**src/sv/hbls_pkg.sv**
```systemverilog
`timescale 1ns / 1ps
package hbls_pkg;

  localparam int unsigned ColumnsPerDigit = 5;
  localparam int unsigned SweepColumns    = 2 * ColumnsPerDigit;

  localparam logic [15:0] DwellReset = 16'd650;
  localparam logic [6:0]  RowsIdle   = 7'h7F;
  localparam logic [4:0]  SelOff     = 5'h1F;
  localparam logic [4:0]  SelIdle    = 5'h00;

  typedef logic [3:0] column_t;
  typedef logic [2:0] sub_t;

  // one lit column as it leaves the scanner
  typedef struct packed {
    logic [3:0] column_now;
    logic [4:0] right_select;
    logic [4:0] left_select;
    logic [6:0] row_pattern;
  } scan_word_t;

  // active-low one-hot select for the column within a matrix
  function automatic logic [4:0] col_select(input sub_t sub);
    logic [4:0] sel;
    case (sub)
      3'd0:    sel = 5'h0F;
      3'd1:    sel = 5'h17;
      3'd2:    sel = 5'h1B;
      3'd3:    sel = 5'h1D;
      3'd4:    sel = 5'h1E;
      default: sel = SelOff;
    endcase
    return sel;
  endfunction

  // 5x7 hex font, one column per entry, bit 6 is the top row
  function automatic logic [6:0] hex_font(input logic [3:0] digit, input sub_t sub);
    logic [34:0] glyph;
    logic [6:0]  col;
    case (digit)
      4'h0: glyph = {7'h3E, 7'h51, 7'h49, 7'h45, 7'h3E};
      4'h1: glyph = {7'h00, 7'h01, 7'h7F, 7'h21, 7'h00};
      4'h2: glyph = {7'h31, 7'h49, 7'h45, 7'h43, 7'h21};
      4'h3: glyph = {7'h46, 7'h69, 7'h51, 7'h41, 7'h42};
      4'h4: glyph = {7'h04, 7'h7F, 7'h24, 7'h14, 7'h0C};
      4'h5: glyph = {7'h4E, 7'h51, 7'h51, 7'h51, 7'h72};
      4'h6: glyph = {7'h06, 7'h49, 7'h49, 7'h29, 7'h1E};
      4'h7: glyph = {7'h60, 7'h50, 7'h48, 7'h47, 7'h40};
      4'h8: glyph = {7'h36, 7'h49, 7'h49, 7'h49, 7'h36};
      4'h9: glyph = {7'h3C, 7'h4A, 7'h49, 7'h49, 7'h30};
      4'hA: glyph = {7'h3F, 7'h44, 7'h44, 7'h44, 7'h3F};
      4'hB: glyph = {7'h36, 7'h49, 7'h49, 7'h49, 7'h7F};
      4'hC: glyph = {7'h22, 7'h41, 7'h41, 7'h41, 7'h3E};
      4'hD: glyph = {7'h1C, 7'h22, 7'h41, 7'h41, 7'h7F};
      4'hE: glyph = {7'h41, 7'h49, 7'h49, 7'h49, 7'h7F};
      default: glyph = {7'h40, 7'h48, 7'h48, 7'h48, 7'h7F};
    endcase
    case (sub)
      3'd0:    col = glyph[6:0];
      3'd1:    col = glyph[13:7];
      3'd2:    col = glyph[20:14];
      3'd3:    col = glyph[27:21];
      default: col = glyph[34:28];
    endcase
    return col;
  endfunction

endpackage

```
**src/sv/hex_byte_led_matrix_scanner.sv**
```systemverilog
`timescale 1ns / 1ps
// An accepted tick's column word is registered in out_q, or held in skid_q first while out_q waits.
// Throughput: one word per cycle while m_axis takes them; the column logic is a single registered pass.
// A skid stage keeps s_axis_tready high while one finished word waits downstream.
// Reset (rst_ni low, asynchronous): dwell 650, scan at column 0, outputs idle
// (rows 0x7F, selects 0) and no word valid.
module hex_byte_led_matrix_scanner (
  input  logic        clk_i,
  input  logic        rst_ni,
  input  logic        cfg_we_i,
  input  logic [15:0] cfg_wdata_i,
  input  logic        s_axis_tvalid_i,
  output logic        s_axis_tready_o,
  input  logic [7:0]  s_axis_tdata_i,  // [7:0] shown_byte
  output logic        m_axis_tvalid_o,
  input  logic        m_axis_tready_i,
  // [6:0] row_pattern, [11:7] left_select, [16:12] right_select,
  // [20:17] column_now, [23:21] zero
  output logic [23:0] m_axis_tdata_o
);
  import hbls_pkg::*;

  scan_word_t word;
  scan_word_t out_q, skid_q;
  logic       out_valid_q, skid_valid_q;
  logic       accept, take;

  assign s_axis_tready_o = !skid_valid_q;
  assign accept          = s_axis_tvalid_i && s_axis_tready_o;
  assign take            = out_valid_q && m_axis_tready_i;

  hbls_scan_core u_core (
    .clk_i       (clk_i),
    .rst_ni      (rst_ni),
    .cfg_we_i    (cfg_we_i),
    .cfg_wdata_i (cfg_wdata_i),
    .tick_i      (accept),
    .shown_byte_i(s_axis_tdata_i),
    .word_o      (word)
  );

  always_ff @(posedge clk_i or negedge rst_ni) begin
    if (!rst_ni) begin
      out_valid_q  <= 1'b0;
      skid_valid_q <= 1'b0;
      out_q        <= '{column_now: '0, right_select: SelIdle,
                        left_select: SelIdle, row_pattern: RowsIdle};
    end else begin
      if (skid_valid_q) begin
        if (take) begin
          out_q        <= skid_q;
          skid_valid_q <= 1'b0;
        end
      end else if (accept) begin
        if (!out_valid_q || take) begin
          out_q       <= word;
          out_valid_q <= 1'b1;
        end else begin
          skid_valid_q <= 1'b1;
        end
      end else if (take) begin
        out_valid_q <= 1'b0;
      end
    end
  end

  // payload only, no reset needed
  always_ff @(posedge clk_i) begin
    if (accept && out_valid_q && !take) begin
      skid_q <= word;
    end
  end

  assign m_axis_tvalid_o = out_valid_q;
  assign m_axis_tdata_o  = {3'b000, out_q};

endmodule

```
**src/sv/hbls_scan_core.sv**
```systemverilog
`timescale 1ns / 1ps
module hbls_scan_core (
  input  logic                clk_i,
  input  logic                rst_ni,
  input  logic                cfg_we_i,
  input  logic [15:0]         cfg_wdata_i,
  input  logic                tick_i,
  input  logic [7:0]          shown_byte_i,
  output hbls_pkg::scan_word_t word_o
);
  import hbls_pkg::*;

  logic [15:0] dwell_ticks_q;
  logic [7:0]  latched_byte_q, latched_byte_d;
  column_t     column_count_q, column_count_d;
  logic [15:0] dwell_count_q, dwell_count_d;

  column_t     col;
  logic [15:0] dwc;
  logic [15:0] limit;
  logic [15:0] dwc_inc;
  sub_t        sub;
  logic        left_side;
  logic [3:0]  nibble;

  always_comb begin
    // an out-of-range column restarts the sweep
    if (column_count_q >= column_t'(SweepColumns)) begin
      col = '0;
      dwc = '0;
    end else begin
      col = column_count_q;
      dwc = dwell_count_q;
    end

    latched_byte_d = latched_byte_q;
    if (col == '0 && dwc == '0) begin
      latched_byte_d = shown_byte_i;
    end

    left_side = col < column_t'(ColumnsPerDigit);
    if (left_side) begin
      sub    = sub_t'(col);
      nibble = latched_byte_d[7:4];
    end else begin
      sub    = sub_t'(col - column_t'(ColumnsPerDigit));
      nibble = latched_byte_d[3:0];
    end

    word_o.row_pattern  = hex_font(nibble, sub);
    word_o.left_select  = left_side ? col_select(sub) : SelOff;
    word_o.right_select = left_side ? SelOff : col_select(sub);
    word_o.column_now   = col;

    limit   = (dwell_ticks_q == '0) ? 16'd1 : dwell_ticks_q;
    dwc_inc = dwc + 16'd1;
    if (dwc_inc >= limit || dwc_inc == '0) begin
      dwell_count_d  = '0;
      column_count_d = (col == column_t'(SweepColumns - 1)) ? '0 : col + 4'd1;
    end else begin
      dwell_count_d  = dwc_inc;
      column_count_d = col;
    end
  end

  always_ff @(posedge clk_i or negedge rst_ni) begin
    if (!rst_ni) begin
      dwell_ticks_q  <= DwellReset;
      latched_byte_q <= '0;
      column_count_q <= '0;
      dwell_count_q  <= '0;
    end else begin
      if (cfg_we_i) begin
        dwell_ticks_q <= cfg_wdata_i;
      end
      if (tick_i) begin
        latched_byte_q <= latched_byte_d;
        column_count_q <= column_count_d;
        dwell_count_q  <= dwell_count_d;
      end
    end
  end

endmodule
```
**config.mk**
```make
export PLATFORM = sky130hd
export DESIGN_NAME = hex_byte_led_matrix_scanner
export DESIGN_NICKNAME = d
export VERILOG_FILES = /design/src/sv/hbls_pkg.sv /design/src/sv/hex_byte_led_matrix_scanner.sv /design/src/sv/hbls_scan_core.sv
export SDC_FILE = /design/constraint.sdc
export NUM_CORES = 1
export LEC_CHECK = 0
export BUFFER_PORTS_ARGS = -buffer_cell sky130_fd_sc_hd__buf_2
export CAP_MARGIN = 20
export CORE_ASPECT_RATIO = 1.4
export CORE_MARGIN = 1
export CORE_UTILIZATION = 45
export DETAILED_ROUTE_END_ITERATION = 16
export GPL_TIMING_DRIVEN = 0
export PLACE_DENSITY_LB_ADDON = 0.2
export SLEW_MARGIN = 15
export SYNTH_ARGS = -nofsm -noshare
export SYNTH_HDL_FRONTEND = slang
export SYNTH_HIERARCHICAL = 1
export SYNTH_SLANG_ARGS = --single-unit
```
**constraint.sdc**
```tcl
create_clock -name clk_i -period 8.45 [get_ports clk_i]
set_input_delay 0.4225 -clock clk_i [delete_from_list [all_inputs] [get_ports clk_i]]
set_output_delay 0.4225 -clock clk_i [all_outputs]
set_load 0.05 [all_outputs]
```
Word level (Yosys, flattened, before mapping) --
Memory sizes are Yosys's and may differ from the RTL's. Index checks and enable logic that the tools add are counted.
Operators by class: add/subtract/negate cells 3, $lt $le $gt $ge 3, equal/unequal tests 7, multiplexer cells 24, bitwise gates (word level) 1, reductions and logical operators 20
Operator list (number):
- two-way mux 21 bit | 4
- logical NOT 16 bit | 3
- two-way mux 16 bit | 3
- case mux 7 bit (4 select lines) | 1
- case mux 5 bit (5 select lines) | 1
- adder 16 x 1 -> 16 bit (second input constant) | 1
- >= comparator 16 bit | 1
- two-way mux 4 bit | 4
- two-way mux 5 bit | 2
- two-way mux 8 bit | 1
- two-way mux 1 bit | 7
- == test 3 x 2 -> 1 bit (second input constant) | 2
- AND reduction 3 bit | 2
- nonzero test 2 bit | 3
- logical AND 1 bit | 5
- adder 4 x 1 -> 4 bit (second input constant) | 1
- == test 4 bit (second input constant) | 1
- >= comparator 4 bit (second input constant) | 1
- logical NOT 4 bit | 1
- < comparator 4 x 3 -> 1 bit (second input constant) | 1
- != test 2 x 1 -> 1 bit (second input constant) | 2
- == test 3 x 1 -> 1 bit (second input constant) | 1
- == test 3 bit (second input constant) | 1
- logical NOT 1 bit | 3
- other kinds (5) | 6
Storage, ports and cells: register bits after elaboration 88, bits in read-only memories 560, input bits 29, output and inout port bits 26, logic and storage cells 73, memories kept 1
Memory list:
- (no name shown) | words 16, bits a word 35, rd ports 1, clocked after Yosys merged registers in 0, wr ports 0, RTL line hbls_pkg.sv:41 | case (digit)

Logic depth before layout (Yosys ltp) --
An unclocked memory read counts as a cell.
depth after elaboration 11, depth in mapped cells 18, mapped depth without buffers 16

Modules after synthesis --
The synthesis kept the hierarchy.
By module, submodules not included:
- hbls_scan_core | times used 1, cells an instance 499, area an instance 3990.1 µm², sequential area each 1106.1 µm²
- hex_byte_led_matrix_scanner | times used 1, cells an instance 106, area an instance 1890.6 µm², sequential area each 1214.9 µm²

Worst setup path after synthesis --
Ideal clock, no wire load.
path kind register to register, start point register u_core.column_count_q[2], end point register out_q (netlist bit m_axis_tdata_o[4]), setup time 0.082 ns, arrival time 3.928 ns, required time 8.368 ns, setup slack 4.439 ns, stages on the path, launching flop included 18, buffers on the path 2, period minus slack after synthesis 4.011 ns, cells stage by stage dfrtp_1 > buf_6 > o21ai_2 > nand2_1 > ha_1 > or3b_1 > nand2_4 > mux2i_1 > mux2_2 > inv_2 > ha_1 > clkbuf_1 > nor2b_1 > a221o_1 > a22oi_1 > o211ai_1 > mux2_2 > mux2_4
RTL lines:
- start, declared | RTL line hbls_scan_core.sv:15 | column_t column_count_q, column_count_d;
- start signal, assigned | RTL line hbls_scan_core.sv:78 | column_count_q <= column_count_d;
- end signal, assigned | RTL line hex_byte_led_matrix_scanner.sv:46 | out_q <= '{column_now: '0, right_select: SelIdle,
- end signal, assigned | RTL line hex_byte_led_matrix_scanner.sv:51 | out_q <= skid_q;
- end signal, assigned | RTL line hex_byte_led_matrix_scanner.sv:56 | out_q <= word;
- end, declared | RTL line hex_byte_led_matrix_scanner.sv:24 | scan_word_t out_q, skid_q;

==> summary by stage <==
Outcome
The run finished with clean final reports.

STA
Setup violations remaining at the end of the flow were counted as 0. The final period demand of the worst path is roughly 4900 ps. Measured against its own limit, the worst slew margin works out to roughly 32%.

The worst-case clock skew is 10.4 ps. The final worst-path cycle share is 58.3%. The worst hold margin is 10.6 ps. For the pin with the worst max-slew slack, the measured transition is 1010 ps. The smallest setup slack after layout is 3520 ps.

The aggregate negative setup slack is 0 ps. The maximum clock rate is about 200 MHz. Setup repair after global routing left no endpoint under its margin. The final count of pins violating max slew is 0. The hold violation total from the final report came to 0.

Power and ir drop
The switching portion of total power is a little under half. The peak ir drop on the vdd network is 0.167 mV. The cell internal power dissipation is 1.40 mW. Sequential cells account for roughly a quarter of the total power.

The power after layout is 2.66 mW. Summed over all cells, the static leakage comes to 2.79 nW. The portion of total power attributed to combinational logic is between 60 and 70%.

In this run the power density over the cells is about 400 nW/um^2. Summed over all nets, the switching power comes to 1.26 mW. Per report_power, the clock group accounts for 14.8% of the total.

Die
The region available for standard cell placement spans 12800 sq um. The chip width is 98.6 um. The standard-cell row count is 49. The die is ~140 um tall.

The top-level port count is 55. The floorplan die area is 13500 sq um. For this configuration, the core starts out at a cell density of 45.9%.

CTS
After clock tree synthesis, the clock-pin slew on the worst setup and hold paths is 70 ps. Post-CTS repair changed the size of 0 cells. Clock tree synthesis found a total of 88 sinks. After clock tree synthesis, the setup repair step added 0 buffers.

The cts-stage hold buffer count is 0. The clock buffer count from CTS is 9. TritonCTS built the clock tree. Counting along the longest clock path gives a buffer depth of 2. The root buffer cell is sky130_fd_sc_hd__clkbuf_16. The later pin in the worst-skew pair is clocked with a latency of 340 ps.

The H-tree was split into 3 levels.

Setup path
The critical path startpoint category is a flop. The worst endpoint data arrival time is 5200 ps. In this run the critical register-to-register path is launched from u_core/column_count_q[2].

The critical path is of the reg2reg type. The critical path capture point type is a flop. The worst setup path startpoint is u_core/column_count_q[2]. For the worst setup path, the data required time is 8720 ps.

Of all nets on the critical path, the largest fanout is 10.

Placement
The quantity of I/O buffers inserted on ports is 51. Routability-driven placement finished with a final weighted congestion of 0.909. In this run the cell area measured after placement is 6360 sq um. The total half-perimeter wirelength after legalization and detailed placement is between 10000 and 15000 um.

OpenSTA, run right after detailed placement, puts the worst setup slack at 3550 ps. After detailed placement, the design holds a cell count of 812.

Logic synthesis
The number of distinct library cells after synthesis is 74. The part of the Yosys area used for sequential elements is 39.5%. Yosys mapped a number of flops with a built-in enable equal to 21. Each instance of the synthesized netlist takes up on average 9.72 sq um. Counting every instance in the synthesized netlist gives 605.

In the synthesized netlist the async set-or-reset flop fraction comes to about 76%. The number of warnings reported in the yosys synthesis log is 6. The post-synthesis instance area is 5880 sq um.

Sorting the synthesized cells by area gives the leading types as sky130_fd_sc_hd__dfrtp_1 24%, sky130_fd_sc_hd__edfxtp_1 11%, sky130_fd_sc_hd__mux2_2 8.2%. After synthesis, the largest area contributor takes up approximately a quarter of total cell area. After synthesis the netlist holds a flip-flop and latch count of just under 90. The cell type contributing the most total cell area after synthesis is sky130_fd_sc_hd__dfrtp_1. The dominant synthesized flop cell is sky130_fd_sc_hd__dfrtp_1.

Routing
After detailed routing, the number of vias per cell comes to about 5.9. The detailed-route wire length is 15300 um. The count of nets left with antenna violations once routing finished came out at 0. The routed layout has around 5000 vias. The number of iterations in the first detailed-routing pass is 5.

Dividing the detail-routed wire length by the instance count gives 18.5 um. The detailed router finished its first iteration with 230 violations. For this run, design rule violations remaining after detail routing come to 0.

Global route
The aggregate global-route resource usage is 23.5%. The total grt overflow is 0. Entering global routing, the biggest net connects 42 pins. The number of antenna violations at the first check in global routing came to 0. The number of global-route vias before repair was a little under 5000. The first global-routing pass estimated 24700 um of wire.

Layout
The finished cells cover between 6000 and 7000 sq um. The net count of the finished layout is ~730. The area growth from synthesis to layout is 13.1%. 0 antenna diodes ended up in the layout. Excluding fillers, the count of instances in the completed layout stands at 828.

Cells fill between 50 and 60% of the core in the end. Of the cells placed in the final design, the portion with a size suffix greater than 1 is roughly a quarter.

Worst hold path
The worst min-delay path class is in2async.

Job
The max-cap violation count is 0.
worst paths after layout:
kind                                      endpoint  slack (ps)  depth (start not counted)
max in group asynchronous  u_core/dwell_ticks_q[7]        7830                          2
setup reg to reg                 m_axis_tdata_o[4]        3520                         17
hold / removal                   m_axis_tdata_o[7]          10                          1
min in group clk_i                    skid_valid_q         260                          2
setup / recovery                 m_axis_tdata_o[4]        3520                         17
hold reg to reg                 m_axis_tdata_o[20]         500                          1
critical path, cell delays in order, from the launching register on:
cell	delay, ps
sky130_fd_sc_hd__dfrtp_1	410
sky130_fd_sc_hd__buf_6	160
sky130_fd_sc_hd__o21ai_2	340
sky130_fd_sc_hd__nand2_1	270
sky130_fd_sc_hd__ha_1	330
sky130_fd_sc_hd__or3b_1	450
sky130_fd_sc_hd__nand2_4	190
sky130_fd_sc_hd__mux2i_1	320
sky130_fd_sc_hd__mux2_2	280
sky130_fd_sc_hd__inv_2	130
sky130_fd_sc_hd__ha_1	210
sky130_fd_sc_hd__clkbuf_1	240
sky130_fd_sc_hd__nor2b_1	220
sky130_fd_sc_hd__a221o_1	360
sky130_fd_sc_hd__a22oi_1	180
sky130_fd_sc_hd__o211ai_1	180
sky130_fd_sc_hd__mux2_2	300
sky130_fd_sc_hd__mux2_4	250
cell families (layout without fill, tap and decap cells):
logic type	count (synthesis)	in the layout	synth area share, %
buffers and inverters	79	147	6.60
flip-flops	88	88	39.5
multiplexers	62	62	12.6
adder cells (fa/ha/maj)	30	30	6.38
XOR/XNOR	16	16	2.51
AND/OR/NAND/NOR	174	174	14.9
other	1	3	0.0638
AO/OA/AOI/OAI	155	155	17.5
flip-flops by register name, indices dropped and copies added, names as in the netlist:
register	count
u_core/dwell_count_q	16
u_core/latched_byte_q	8
skid_q	21
m_axis_tvalid_o	1
skid_valid_q	1
m_axis_tdata_o	21
u_core/dwell_ticks_q	16
u_core/column_count_q	4
cells in the mapped netlist (10+ instances only):
master and number:
sky130_fd_sc_hd__a21oi_1 27, sky130_fd_sc_hd__inv_1 43, sky130_fd_sc_hd__ha_1 30, sky130_fd_sc_hd__nand3_1 27, sky130_fd_sc_hd__xnor2_1 14, sky130_fd_sc_hd__mux2_4 10
sky130_fd_sc_hd__dfrtp_1 56, sky130_fd_sc_hd__o21ai_0 44, sky130_fd_sc_hd__nor2_1 30, sky130_fd_sc_hd__o211ai_1 10, sky130_fd_sc_hd__clkbuf_1 11, sky130_fd_sc_hd__mux2_2 43
sky130_fd_sc_hd__dfstp_2 11, sky130_fd_sc_hd__edfxtp_1 21, sky130_fd_sc_hd__nand2_1 57
layout by cell type (no fill, tap or decap), drive strengths merged, types with 11 or more instances in the layout:
| cell type | netlist | routed |
|---|---|---|
| a21oi | 28 | 28 |
| buf | 21 | 73 |
| clkbuf | 11 | 20 |
| dfrtp | 56 | 56 |
| dfstp | 11 | 11 |
| edfxtp | 21 | 21 |
| ha | 30 | 30 |
| inv | 46 | 51 |
| mux2 | 54 | 54 |
| nand2 | 59 | 59 |
| nand3 | 27 | 27 |
| nor2 | 30 | 30 |
| o21ai | 49 | 49 |
| xnor2 | 15 | 15 |
layer usage:
metal	global-route usage [%]	up-vias	part of all wire, %
met5	0	-	0
met1	25.6	2405	39
met4	11.4	0	3.2
li1	-	2329	-
met2	44.3	154	54
met3	3.70	32	3.6
cell type report:
class,count,area [sq um]
clock inverter,7,67.6
timing repair buffer,52,278
buffer,32,206
inverter,47,181
fill,1210,6160
tap,153,191
multi-input combinational,440,3180
sequential,88,2320
clock buffer,9,225
power groups by stage:
stage | combinational, mW | clock [mW] | sequential, mW
after global placement | 1.57 | 0 | 0.664
after global routing | 1.74 | 0.421 | 0.678
after detailed placement | 1.60 | 0 | 0.669
after floorplan | 1.07 | 0 | 0.797
final | 1.61 | 0.393 | 0.663
after CTS | 1.60 | 0.407 | 0.662
Note: power is estimated with default switching activity, not from simulation.
